[src/itp_pkg.sv]
// Shared types, constants and helper functions for the infix-to-postfix converter.
// Used by every module in src; depends on nothing.
package itp_pkg;

   localparam int STACK_DEPTH = 32;
   localparam int CNT_W       = $clog2(STACK_DEPTH + 1);

   localparam logic [7:0] CH_OPEN  = 8'h28;  // '('
   localparam logic [7:0] CH_CLOSE = 8'h29;  // ')'
   localparam logic [7:0] CH_PLUS  = 8'h2B;  // '+'
   localparam logic [7:0] CH_MINUS = 8'h2D;  // '-'
   localparam logic [7:0] CH_MUL   = 8'h2A;  // '*'
   localparam logic [7:0] CH_DIV   = 8'h2F;  // '/'
   localparam logic [7:0] CH_HASH  = 8'h23;  // '#', falls in the unknown class

   localparam logic [2:0] ST_OK              = 3'd0;
   localparam logic [2:0] ST_OVERFLOW        = 3'd1;
   localparam logic [2:0] ST_UNMATCHED_CLOSE = 3'd2;
   localparam logic [2:0] ST_UNKNOWN         = 3'd3;
   localparam logic [2:0] ST_UNMATCHED_OPEN  = 3'd4;

   typedef enum logic [2:0] {
      CLS_END,
      CLS_ALNUM,
      CLS_OPEN,
      CLS_CLOSE,
      CLS_OP,
      CLS_UNKNOWN
   } char_class_type;

   // Command broadcast to every cell of the stack row
   typedef struct packed {
      logic       push;
      logic       pop;
      logic [7:0] data;
   } stack_cmd_type;

   function automatic logic [1:0] rank_of(input logic [7:0] c);
      logic [1:0] r;
      r = 2'd0;
      if (c == CH_OPEN) r = 2'd1;
      else if (c == CH_PLUS || c == CH_MINUS) r = 2'd2;
      else if (c == CH_MUL || c == CH_DIV) r = 2'd3;
      return r;
   endfunction

   function automatic char_class_type classify(input logic [7:0] c, input logic eoe);
      char_class_type k;
      if (eoe) k = CLS_END;
      else if ((c >= 8'h41 && c <= 8'h5A) || (c >= 8'h61 && c <= 8'h7A) ||
               (c >= 8'h30 && c <= 8'h39)) k = CLS_ALNUM;
      else if (c == CH_OPEN) k = CLS_OPEN;
      else if (c == CH_CLOSE) k = CLS_CLOSE;
      else if (rank_of(c) >= 2'd2) k = CLS_OP;
      else k = CLS_UNKNOWN;
      return k;
   endfunction

endpackage

[src/itp_cell.sv]
// One stack cell: holds a single stacked character and shifts with its neighbors.
// Depends on itp_pkg for the stack command struct.
module itp_cell
   import itp_pkg::*;
(
   input  logic          clock,
   input  stack_cmd_type cmd,
   input  logic [7:0]    above_q,   // neighbor closer to the top (or new entry)
   input  logic [7:0]    below_q,   // neighbor farther from the top
   output logic [7:0]    entry_q
);

   logic [7:0] entry_ff;
   logic [7:0] entry_in;

   always_comb begin
      entry_in = entry_ff;
      if (cmd.push) begin
         entry_in = above_q;
      end else if (cmd.pop) begin
         entry_in = below_q;
      end
   end

   always_ff @(posedge clock) begin
      entry_ff <= entry_in;
   end

   assign entry_q = entry_ff;

endmodule

[src/itp_ctrl.sv]
// Sequencer of the converter: latches an input word, steps pops and pushes on the
// cell row and drives the registered result word. Depends on itp_pkg.
module itp_ctrl
   import itp_pkg::*;
(
   input  logic          clock,
   input  logic          reset,
   input  logic          req_tvalid,
   output logic          req_tready,
   input  logic [7:0]    req_char,
   input  logic          req_end,
   output logic          rsp_tvalid,
   input  logic          rsp_tready,
   output logic [7:0]    rsp_char,
   output logic          rsp_has,
   output logic          rsp_last,
   output logic [2:0]    rsp_status,
   input  logic [7:0]    top_q,
   input  logic [7:0]    second_q,
   output stack_cmd_type cmd
);

   typedef enum logic {
      S_IDLE,
      S_WORK
   } state_type;

   state_type       state_ff, state_in;
   char_class_type  cls_ff, cls_in;
   logic [7:0]      char_ff, char_in;
   logic [1:0]      rank_ff, rank_in;
   logic            open_seen_ff, open_seen_in;
   logic [CNT_W-1:0] count_ff, count_in;
   logic [CNT_W-1:0] open_cnt_ff, open_cnt_in;
   logic            rsp_valid_ff, rsp_valid_in;
   logic [7:0]      rsp_char_ff, rsp_char_in;
   logic            rsp_has_ff, rsp_has_in;
   logic            rsp_last_ff, rsp_last_in;
   logic [2:0]      rsp_status_ff, rsp_status_in;

   logic            out_free;
   logic            emit;
   logic            stack_full;
   logic            stack_empty;
   logic [1:0]      top_rank;
   logic [1:0]      second_rank;

   assign out_free    = !rsp_valid_ff || rsp_tready;
   assign stack_full  = (count_ff == CNT_W'(STACK_DEPTH));
   assign stack_empty = (count_ff == '0);
   assign top_rank    = rank_of(top_q);
   assign second_rank = rank_of(second_q);

   always_comb begin
      state_in      = state_ff;
      cls_in        = cls_ff;
      char_in       = char_ff;
      rank_in       = rank_ff;
      open_seen_in  = open_seen_ff;
      count_in      = count_ff;
      open_cnt_in   = open_cnt_ff;
      rsp_char_in   = rsp_char_ff;
      rsp_has_in    = rsp_has_ff;
      rsp_last_in   = rsp_last_ff;
      rsp_status_in = rsp_status_ff;
      emit          = 1'b0;
      cmd.push      = 1'b0;
      cmd.pop       = 1'b0;
      cmd.data      = char_ff;

      case (state_ff)
         S_IDLE: begin
            if (req_tvalid) begin
               cls_in       = classify(req_char, req_end);
               char_in      = req_char;
               rank_in      = rank_of(req_char);
               open_seen_in = (open_cnt_ff != '0);
               state_in     = S_WORK;
            end
         end
         S_WORK: begin
            if (out_free) begin
               case (cls_ff)
                  CLS_END: begin
                     if (!stack_empty) begin
                        cmd.pop = 1'b1;
                        if (top_q == CH_OPEN) begin
                           // drop silently
                        end else begin
                           emit        = 1'b1;
                           rsp_char_in = top_q;
                           rsp_has_in  = 1'b1;
                           rsp_status_in = ST_OK;
                           rsp_last_in = (count_ff == CNT_W'(1)) && !open_seen_ff;
                        end
                     end else begin
                        state_in = S_IDLE;
                        if (open_seen_ff) begin
                           emit          = 1'b1;
                           rsp_char_in   = '0;
                           rsp_has_in    = 1'b0;
                           rsp_status_in = ST_UNMATCHED_OPEN;
                           rsp_last_in   = 1'b1;
                        end
                     end
                  end
                  CLS_ALNUM: begin
                     emit          = 1'b1;
                     rsp_char_in   = char_ff;
                     rsp_has_in    = 1'b1;
                     rsp_status_in = ST_OK;
                     rsp_last_in   = 1'b1;
                     state_in      = S_IDLE;
                  end
                  CLS_OPEN, CLS_OP: begin
                     if (cls_ff == CLS_OP && !stack_empty && top_rank >= rank_ff) begin
                        // pop operator of equal or higher rank, keep going
                        emit          = 1'b1;
                        cmd.pop       = 1'b1;
                        rsp_char_in   = top_q;
                        rsp_has_in    = 1'b1;
                        rsp_status_in = ST_OK;
                        rsp_last_in   = !((count_ff > CNT_W'(1)) && (second_rank >= rank_ff));
                     end else begin
                        state_in = S_IDLE;
                        if (!stack_full) begin
                           cmd.push = 1'b1;
                        end else begin
                           emit          = 1'b1;
                           rsp_char_in   = '0;
                           rsp_has_in    = 1'b0;
                           rsp_status_in = ST_OVERFLOW;
                           rsp_last_in   = 1'b1;
                        end
                     end
                  end
                  CLS_CLOSE: begin
                     if (open_cnt_ff == '0) begin
                        emit          = 1'b1;
                        rsp_char_in   = '0;
                        rsp_has_in    = 1'b0;
                        rsp_status_in = ST_UNMATCHED_CLOSE;
                        rsp_last_in   = 1'b1;
                        state_in      = S_IDLE;
                     end else if (top_q == CH_OPEN) begin
                        cmd.pop  = 1'b1;
                        state_in = S_IDLE;
                     end else begin
                        emit          = 1'b1;
                        cmd.pop       = 1'b1;
                        rsp_char_in   = top_q;
                        rsp_has_in    = 1'b1;
                        rsp_status_in = ST_OK;
                        rsp_last_in   = (second_q == CH_OPEN);
                     end
                  end
                  default: begin
                     emit          = 1'b1;
                     rsp_char_in   = '0;
                     rsp_has_in    = 1'b0;
                     rsp_status_in = ST_UNKNOWN;
                     rsp_last_in   = 1'b1;
                     state_in      = S_IDLE;
                  end
               endcase
            end
         end
         default: state_in = S_IDLE;
      endcase

      if (cmd.push) begin
         count_in = count_ff + CNT_W'(1);
         if (char_ff == CH_OPEN) open_cnt_in = open_cnt_ff + CNT_W'(1);
      end else if (cmd.pop) begin
         count_in = count_ff - CNT_W'(1);
         if (top_q == CH_OPEN) open_cnt_in = open_cnt_ff - CNT_W'(1);
      end

      if (emit) rsp_valid_in = 1'b1;
      else if (rsp_tready) rsp_valid_in = 1'b0;
      else rsp_valid_in = rsp_valid_ff;
   end

   always_ff @(posedge clock) begin
      if (reset) begin
         state_ff     <= S_IDLE;
         count_ff     <= '0;
         open_cnt_ff  <= '0;
         rsp_valid_ff <= 1'b0;
      end else begin
         state_ff     <= state_in;
         count_ff     <= count_in;
         open_cnt_ff  <= open_cnt_in;
         rsp_valid_ff <= rsp_valid_in;
      end
      cls_ff        <= cls_in;
      char_ff       <= char_in;
      rank_ff       <= rank_in;
      open_seen_ff  <= open_seen_in;
      rsp_char_ff   <= rsp_char_in;
      rsp_has_ff    <= rsp_has_in;
      rsp_last_ff   <= rsp_last_in;
      rsp_status_ff <= rsp_status_in;
   end

   assign req_tready = (state_ff == S_IDLE);
   assign rsp_tvalid = rsp_valid_ff;
   assign rsp_char   = rsp_char_ff;
   assign rsp_has    = rsp_has_ff;
   assign rsp_last   = rsp_last_ff;
   assign rsp_status = rsp_status_ff;

   a_count_bound: assert property (@(posedge clock) disable iff (reset)
      count_ff <= CNT_W'(STACK_DEPTH))
      else $error("stack count above depth");

   a_open_bound: assert property (@(posedge clock) disable iff (reset)
      open_cnt_ff <= count_ff)
      else $error("open count above stack count");

   a_push_room: assert property (@(posedge clock) disable iff (reset)
      cmd.push |-> !stack_full)
      else $error("push into full stack");

   a_pop_nonempty: assert property (@(posedge clock) disable iff (reset)
      cmd.pop |-> !stack_empty)
      else $error("pop from empty stack");

   a_status_word: assert property (@(posedge clock) disable iff (reset)
      (rsp_valid_ff && !rsp_has_ff) |-> (rsp_status_ff != ST_OK && rsp_last_ff))
      else $error("status word without error code or last");

endmodule

[src/infix_to_postfix_converter_unit.sv]
// Top level of the infix-to-postfix converter: a row of stack cells and its sequencer.
// Depends on itp_pkg, itp_cell and itp_ctrl.
// The sequencer latches each accepted character, then works on it; every result word is
// registered before it is presented, each popped or dropped stack entry takes its own step,
// and output stalls hold the work until the word is taken. One character in flight at a time:
// a new one is accepted only once the last is done, one push or pop per cycle while output is free.
// Reset: synchronous, active high; empties the stack and drops any pending result.
module infix_to_postfix_converter_unit
   import itp_pkg::*;
(
   input  logic       clock,
   input  logic       reset,
   input  logic       req_tvalid,
   output logic       req_tready,
   input  logic [7:0] req_tdata,   // [7:0] in_char
   input  logic       req_tlast,   // end_of_expr
   output logic       rsp_tvalid,
   input  logic       rsp_tready,
   output logic [7:0] rsp_tdata,   // [7:0] out_char
   output logic [3:0] rsp_tuser,   // [0] has_char, [3:1] status
   output logic       rsp_tlast    // last
);

   stack_cmd_type cmd;
   logic [7:0]    cell_q [STACK_DEPTH];
   logic          rsp_has;
   logic [2:0]    rsp_status;

   itp_ctrl u_ctrl (
      .clock      (clock),
      .reset      (reset),
      .req_tvalid (req_tvalid),
      .req_tready (req_tready),
      .req_char   (req_tdata),
      .req_end    (req_tlast),
      .rsp_tvalid (rsp_tvalid),
      .rsp_tready (rsp_tready),
      .rsp_char   (rsp_tdata),
      .rsp_has    (rsp_has),
      .rsp_last   (rsp_tlast),
      .rsp_status (rsp_status),
      .top_q      (cell_q[0]),
      .second_q   (cell_q[1]),
      .cmd        (cmd)
   );

   // Cell 0 is the top of the stack
   for (genvar i = 0; i < STACK_DEPTH; i++) begin : g_cell
      logic [7:0] above_q;
      logic [7:0] below_q;
      if (i == 0) begin : g_first
         assign above_q = cmd.data;
      end else begin : g_mid
         assign above_q = cell_q[i-1];
      end
      if (i == STACK_DEPTH - 1) begin : g_end
         assign below_q = '0;
      end else begin : g_rest
         assign below_q = cell_q[i+1];
      end
      itp_cell u_cell (
         .clock   (clock),
         .cmd     (cmd),
         .above_q (above_q),
         .below_q (below_q),
         .entry_q (cell_q[i])
      );
   end

   assign rsp_tuser = {rsp_status, rsp_has};

endmodule
[config.mk]
export PLATFORM = sky130hd
export DESIGN_NAME = infix_to_postfix_converter_unit
export DESIGN_NICKNAME = d
export VERILOG_FILES = /design/src/itp_pkg.sv /design/src/itp_cell.sv /design/src/itp_ctrl.sv /design/src/infix_to_postfix_converter_unit.sv
export SDC_FILE = /design/constraint.sdc
export NUM_CORES = 1
export LEC_CHECK = 0
export ABC_AREA = 1
export BUFFER_PORTS_ARGS = -buffer_cell sky130_fd_sc_hd__buf_4
export CAP_MARGIN = 20
export CORE_ASPECT_RATIO = 0.9
export CORE_MARGIN = 2
export CORE_UTILIZATION = 25
export DETAILED_ROUTE_END_ITERATION = 16
export GPL_ROUTABILITY_DRIVEN = 0
export GPL_TIMING_DRIVEN = 0
export SYNTH_ARGS = -nofsm -noshare
export SYNTH_HDL_FRONTEND = slang
export SYNTH_SLANG_ARGS = --single-unit
[constraint.sdc]
create_clock -name clock -period 16.7 [get_ports clock]
set_clock_uncertainty 0.05 [all_clocks]
set_input_delay 0 -clock clock [delete_from_list [all_inputs] [get_ports clock]]
set_output_delay 0 -clock clock [all_outputs]
set_load 0.05 [all_outputs]
==> results of run 1 <==
[layer usage]
metal | wire length [um] | track usage (%) | part of all wire (%) | vias to the layer above
met5 | 0 | 0 | 0 | -
met4 | 658 | 2.34 | 2.0 | 0
met3 | 1800 | 1.67 | 5.6 | 53
met2 | 14400 | 17.9 | 45 | 288
met1 | 15400 | 17.4 | 48 | 4677
li1 | - | - | - | 4555
[through the flow]
stage / util (%) / worst slack, ns / total power, uW
6_report: 29.6 / 12.42 / 1670
5_1_grt: 29.6 / 12.12 / 1730
4_1_cts: 29.6 / 12.46 / 1690
3_5_place_dp: 27.5 / 12.50 / 997
3_3_place_gp: 27.3 / 5.55 / 1000
2_1_floorplan: - / 8.59 / 960
[power groups by stage]
stage          registers [uW]  clock network [uW]  logic [uW]
6_report                  865                 689         119
5_1_grt                   867                 731         133
4_1_cts                   865                 704         119
3_5_place_dp              880                   0         116
3_3_place_gp              892                   0         109
2_1_floorplan             890                   0        69.8
[synthesized netlist by cell type, drive strengths merged, types with 2 or more instances]
cell type | n | area share, %
o211ai | 10 | 0.56
ha | 11 | 1.0
xnor2 | 2 | 0.13
nand2 | 577 | 16
edfxtp | 283 | 64
nand4 | 7 | 0.44
clkbuf | 11 | 0.31
o22ai | 2 | 0.094
nor4 | 7 | 0.33
nor2 | 42 | 1.4
dfxtp | 14 | 2.1
o21a | 2 | 0.11
a21oi | 13 | 0.49
nand3 | 27 | 1.2
inv | 109 | 3.1
o21ai | 143 | 5.4
buf | 48 | 2.5
nor3 | 4 | 0.15
nor3b | 2 | 0.11
[how the worst max path moves through the flow]
stage / depth (start not counted) / slack, ns / from / endpoint
2_1_floorplan: 13 / 8.59 / g_cell[0].u_cell.entry_q[2] / u_ctrl.count_ff[0]
3_3_place_gp: 11 / 5.55 / g_cell[0].u_cell.entry_q[7] / g_cell[16].u_cell.entry_q[2]
3_5_place_dp: 14 / 12.50 / g_cell[0].u_cell.entry_q[2] / g_cell[17].u_cell.entry_q[2]
4_1_cts: 14 / 12.46 / g_cell[0].u_cell.entry_q[2] / g_cell[15].u_cell.entry_q[3]
5_1_grt: 20 / 12.12 / g_cell[0].u_cell.entry_q[2] / u_ctrl.open_cnt_ff[5]
6_report: 14 / 12.42 / g_cell[0].u_cell.entry_q[2] / g_cell[15].u_cell.entry_q[1]
[worst max-delay path, delay by kind of cell, from the launching register on]
kind / cells / cell delay, ns
adders and majority gates: 1 / 0.33
DFF: 1 / 0.47
buffers and inverters: 3 / 0.97
and+or+nand+nor: 10 / 2.01
[cells by family (layout without fill, tap and decap cells)]
family	after synthesis	in the layout	share of synthesized area [%]
buffers and inverters	168	269	5.90
adders and majority gates	12	12	1.18
and+or+nand+nor	667	667	20.0
DFF	297	297	65.8
xor gates and xnor gates	3	3	0.197
AOI/OAI and AO/OA	174	174	6.92
[registers in the layout, indices dropped and copies added (netlist names)]
register / flops
u_ctrl.rsp_last: 1
u_ctrl.rsp_char: 8
u_ctrl.count_ff: 6
u_ctrl.open_cnt_ff: 6
g_cell.u_cell.entry_q: 256
u_ctrl.cls_ff: 3
u_ctrl.state_ff: 1
u_ctrl.rsp_tvalid: 1
u_ctrl.rsp_status: 3
u_ctrl.rsp_has: 1
u_ctrl.rank_ff: 2
u_ctrl.open_seen_ff: 1
u_ctrl.char_ff: 8
[cell type report]
| class | instances | area share [%] |
|---|---|---|
| plain buffers | 59 | 2.41 |
| inverters | 109 | 2.61 |
| multi-input cells | 856 | 24.1 |
| flip-flops and latches | 297 | 56.1 |
| well taps | 697 | 5.57 |
| clock inverters | 17 | 1.20 |
| repair buffers | 44 | 2.81 |
| clock buffers | 40 | 5.17 |
==> qor.yml, run 1 <==
critical_path:
  endpoint_kind: "flop"
  reg2reg_depth: 14
  reg2reg_from: "g_cell[0].u_cell.entry_q[2]"
  crit_chain: "nor2_1 > nand3_1 > nor2_1 > nor3_1 > ha_1 > nand2_1 > nand3_1 > nand3_4 > nand3_1 > nand2_1 > nand2_4 > buf_16 > buf_16 > buf_16"
  required_ns: 16.87
  critPathKind: "flop to flop"
  r2r_end: "g_cell[15].u_cell.entry_q[1]"
  worstPathArrival_ns: 4.45
  rrSetupSlack_ns: 12.42
  cp_max_fo: 73
  critPathLaunchType: "flop"
  max_stage_delay_ns: 0.49
  crit_slowest_cell: "nor2_1"
yosys:
  syn_area_per_cell_sq_um: 10.1
  syn_area_sq_um: 13300
  ys_seq_elements: 297
  synthArstFlopShare_pct: 0
  seq_area_frac_synth_pct: 65.8
  synthCells: 1321
  synth.distinct_cells: 37
  synth-edff-count: 283
  synth_nets: 1346
  ys_warn_count: 0
  synth-main-ff-cell: "edfxtp_1"
worst_hold_path:
  min_to: "u_ctrl.char_ff[0]"
  worstHoldStart: "req_tdata[0]"
  hold_path_class: "input port to flop"
  hold_depth: 2
floorplan:
  dieArea_sq_um: 55200
  row_count: 80
  start_util_pct: 25.2
  dieWidth_um: 247
  die_h_um: 223
  num_io_pins: 28
  core-area_sq_um: 52900
pwr:
  internal_power_uw: 1290
  pwr-share-seq_pct: 51.7
  power_density_nw_per_um2: 107
  power.leakage_uw: 0.00623
  combPwrFrac_pct: 7.1
  peakVddDrop_mv: 0.0855
  switching_share_pct: 23.0
  power.switching_uw: 384
  p_clk_share_pct: 41.2
clocking:
  cts-resized-gates: 0
  clock-sinks: 297
  cts_setup_buffers: 0
  cts_hold_buf: 12
  cts_buffers: 31
  insertion_delay_ns: 0.56
  cts_tree: "yes"
  h-tree-depth: 1
  root_buffer: "clkbuf_16"
  clk_pin_slew_worst_paths_ns: 0.07
  clock_path_buffers: 3
routing:
  wl_um: 32200
  drc: 0
  first_pass_iters: 5
  final_antenna_net_count: 0
  viasPerCell: 4.52
  drt_iter0_markers: 1028
  wl_per_cell_um: 15.2
  vias: 9573
timing:
  max_freq_mhz: 233
  setup_viol: 0
  period_needed_ns: 4.28
  tightest_slew_ns: 0.753
  fin_crit_sh_pct: 25.6
  slew_headroom_pct: 49.8
  drv_slew: 0
  fin_setup_tns_ns: 0
  rsz0062_at_grt: "false"
  timing.hold.ws_ns: 0.157
  hold_viol: 0
layout:
  final_area_sq_um: 15600
  final_net_count: 1423
  fill_cells: 5441
  final_common_cell: "nand2_1"
  most-common-layout-cells: "nand2_1, edfxtp_1, o21ai_0, inv_1, buf_4"
  stdcell_count: 2119
  register_area_sq_um: 8780
  area_growth_pct: 17.4
  multi_input_area_sq_um: 3770
  n_antenna_cell: 0
  drive_gt1_share_pct: 9.49
global_route:
  antenna_found_initial: 0
  grt_pass1_vias: 9478
  grt_util_all_layers_pct: 11.6
  grt_max_degree: 74
  grt.overflow.total: 0
  grt_pass1_wl_um: 51700
placed_design:
  port_buffers: 27
  dp.cells: 2049
  dp_hpwl_um: 21100
  placed_area_sq_um: 14500
status:
  status: "finished, final reports clean"
run:
  cap_violations: 0
Note: power is estimated with default switching activity, not from simulation.
==> inputs of run 2 (changes only) <==
--- a/config.mk
+++ b/config.mk
@@ -5,7 +5,7 @@
 export SDC_FILE = /design/constraint.sdc
 export NUM_CORES = 1
 export LEC_CHECK = 0
-export ABC_AREA = 1
+export ABC_AREA = 0
 export BUFFER_PORTS_ARGS = -buffer_cell sky130_fd_sc_hd__buf_4
 export CAP_MARGIN = 20
 export CORE_ASPECT_RATIO = 0.9
==> constraint.sdc (replaced) <==
create_clock -name clock -period 3.7 [get_ports clock]
set_clock_uncertainty 0.05 [all_clocks]
set_input_delay 0 -clock clock [delete_from_list [all_inputs] [get_ports clock]]
set_output_delay 0 -clock clock [all_outputs]
set_load 0.05 [all_outputs]
==> run 2 against run 1 <==
Compared with the run above:
- register-to-register slack got worse by 12 ns
- fmax increased by 17%
- count of clock-buffer cells in the layout decreased by 6
- global-route usage decreased by 0.46 points
- critical path type unchanged
- largest power group unchanged
==> qor.yml, run 2 <==
yosys:
  synthArstFlopShare_pct: 0
  synth.most_common_cell: "nand2_1"
  ys_warn_count: 0
  synthTopCellsByArea: "edfxtp_1, nand2_1, dfxtp_1"
  synth_fa_ha_area_share_pct: 1.19
  syn_area_sq_um: 13300
  synth-edff-count: 283
  seq_area_frac_synth_pct: 66.2
  synth_compound_area_share_pct: 3.09
  synth.distinct_cells: 56
  muxShareOfSynthArea_pct: 0.698
  ys_seq_elements: 297
  synth_xor_area_share_pct: 0.528
  synth_nets: 1344
  synth_top_family_by_area: "simple AND/OR/NAND/NOR gates"
  synth-main-ff-cell: "edfxtp_1"
  syn_area_per_cell_sq_um: 10.1
  yosys.area_share.simple_pct: 25.4
  yosys-top-cells-count: "nand2_1, edfxtp_1, buf_2"
  synth_top_area_share_pct: 64.1
  synthCells: 1319
  yosysTopAreaCell: "edfxtp_1"
critical_path:
  endpoint_kind: "flop"
  critPathKind: "flop to flop"
  critPathLaunchType: "flop"
  worstPathArrival_ns: 4.08
  required_ns: 4.13
  cp_max_fo: 13
layout:
  stdcell_count: 2129
  final_common_cell: "nand2_1"
  final_net_count: 1436
  utilization_pct: 30.2
  drive_gt1_share_pct: 11.7
  largest_reg_flops: 256
  most-common-layout-cells: "nand2_1, edfxtp_1, buf_2, buf_4, clkbuf_16"
  area_growth_pct: 20.1
  n_antenna_cell: 0
pwr:
  p_clk_share_pct: 42.0
  pwr-share-seq_pct: 50.7
  power_density_nw_per_um2: 483
  power.leakage_uw: 0.00649
  combPwrFrac_pct: 7.3
  peakVddDrop_mv: 0.396
  power.switching_uw: 1730
  switching_share_pct: 22.5
  internal_power_uw: 5960
global_route:
  grt_pass1_vias: 9132
  grt_max_degree: 33
  grt_util_all_layers_pct: 11.2
  grt_pass1_wl_um: 49800
  grt.overflow.total: 0
  antenna_found_initial: 1
timing:
  timing.hold.ws_ns: 0.138
  fin_crit_sh_pct: 98.6
  postLayoutSetupSlackWorst_ns: 0.0516
  period_needed_ns: 3.65
  rsz0062_at_grt: "true"
  fin_setup_tns_ns: 0
  setup_viol: 0
  hold_viol: 0
  max_freq_mhz: 274
  drv_slew: 0
  tightest_slew_ns: 1.15
  slew_headroom_pct: 23.4
routing:
  vias: 9415
  final_antenna_net_count: 0
  first_pass_iters: 6
  wl_per_cell_um: 14.6
  drt_iter0_markers: 881
  drc: 0
  wl_um: 31000
  viasPerCell: 4.42
floorplan:
  row_count: 80
  die_h_um: 223
  dieArea_sq_um: 54900
  start_util_pct: 25.1
  core-area_sq_um: 52800
  dieWidth_um: 247
  num_io_pins: 28
clocking:
  clk_pin_slew_worst_paths_ns: 0.06
  insertion_delay_ns: 0.56
  root_buffer: "clkbuf_16"
  cts_buffers: 30
  clock-sinks: 297
  cts_tree: "yes"
  clock_path_buffers: 3
  h-tree-depth: 1
worst_hold_path:
  hold_path_class: "input port to flop"
placed_design:
  dp_hpwl_um: 20500
  port_buffers: 27
  post-place-ws_ns: -0.547
  dp.cells: 2052
run:
  cap_violations: 0
status:
  status: "finished, final reports clean"
## run 2: cell count changes after synthesis, sizes merged, moves of 6 or more
cell,change
nand2,+189
o21ai,-135
inv,-91
nand3,-19
nor2,-17
and2,+9
o211ai,-9
mux2i,+7
a222oi,+6
nand2b,+6
nand4,-6
## run 2: area by class of cell
type / count / area, sq um
well taps: 697 / 872
fillers: 5384 / 36800
multi-input cells: 941 / 4200
repair buffers: 59 / 623
plain buffers: 64 / 345
flip-flops and latches: 297 / 8780
clock inverters: 19 / 246
inverters: 18 / 67.6
clock buffers: 34 / 787
## run 2: stage by stage
step | cell area [sq um] | total power, uW
3_5_place_dp | 14500 | 4500
3_3_place_gp | 14400 | 4490
6_report | 15900 | 7690
4_1_cts | 15800 | 7750
2_1_floorplan | 13300 | 4320
5_1_grt | 15900 | 7950
## run 2: layer usage
layer	GRT usage (%)	wire [um]	vias to the layer above	part of all wire [%]
li1	-	-	4579	-
met1	16.0	14800	4533	48
met2	17.5	13800	250	44
met3	2.14	1770	53	5.7
met4	2.45	637	0	2.1
met5	0	0	-	0
## run 2: cell families after synthesis
logic type / count (synthesis)
adder cells (fa/ha/maj): 12
buffers and inverters: 82
flip-flops: 297
XOR/XNOR: 8
AND/OR/NAND/NOR: 852
multiplexers: 9
AO/OA/AOI/OAI: 59
## run 2: path summary, 6_finish.rpt
path	start	end	slack, ns	cells after the start
worst max register to register	g_cell[0].u_cell.entry_q[7]	u_ctrl.open_cnt_ff[5]	0.05	15
worst min-delay path	req_tdata[5]	u_ctrl.char_ff[5]	0.14	2
worst max-delay path	g_cell[0].u_cell.entry_q[7]	u_ctrl.open_cnt_ff[5]	0.05	15
worst min register to register	g_cell[31].u_cell.entry_q[2]	g_cell[30].u_cell.entry_q[2]	0.46	2
## run 2: repair_timing
action,in CTS,in global routing
pin swaps,4,9
setup endpoints to repair,131,39
hold endpoints to repair,22,0
resized for setup,9,16
setup buffers,4,4
gates cloned,2,0
hold buffers,13,0
## run 2: worst max-delay path: stages, from the launching register on
cell      delay (ns)
edfxtp_1        0.50
nand3b_1        0.27
nand2b_4        0.19
ha_4            0.23
nand2b_4        0.14
a21o_1          0.21
a211o_1         0.36
buf_8           0.16
buf_12          0.15
ha_4            0.25
o21ai_0         0.17
o21bai_1        0.09
a21oi_1         0.18
xnor2_1         0.11
or3_4           0.37
a21oi_2         0.13
## run 2: power by group through the flow
stage	combinational (uW)	clock, uW	sequential (uW)
3_5_place_dp	528	0	3970
5_1_grt	627	3410	3910
3_3_place_gp	491	0	4000
6_report	561	3230	3900
4_1_cts	553	3290	3900
2_1_floorplan	323	0	3990
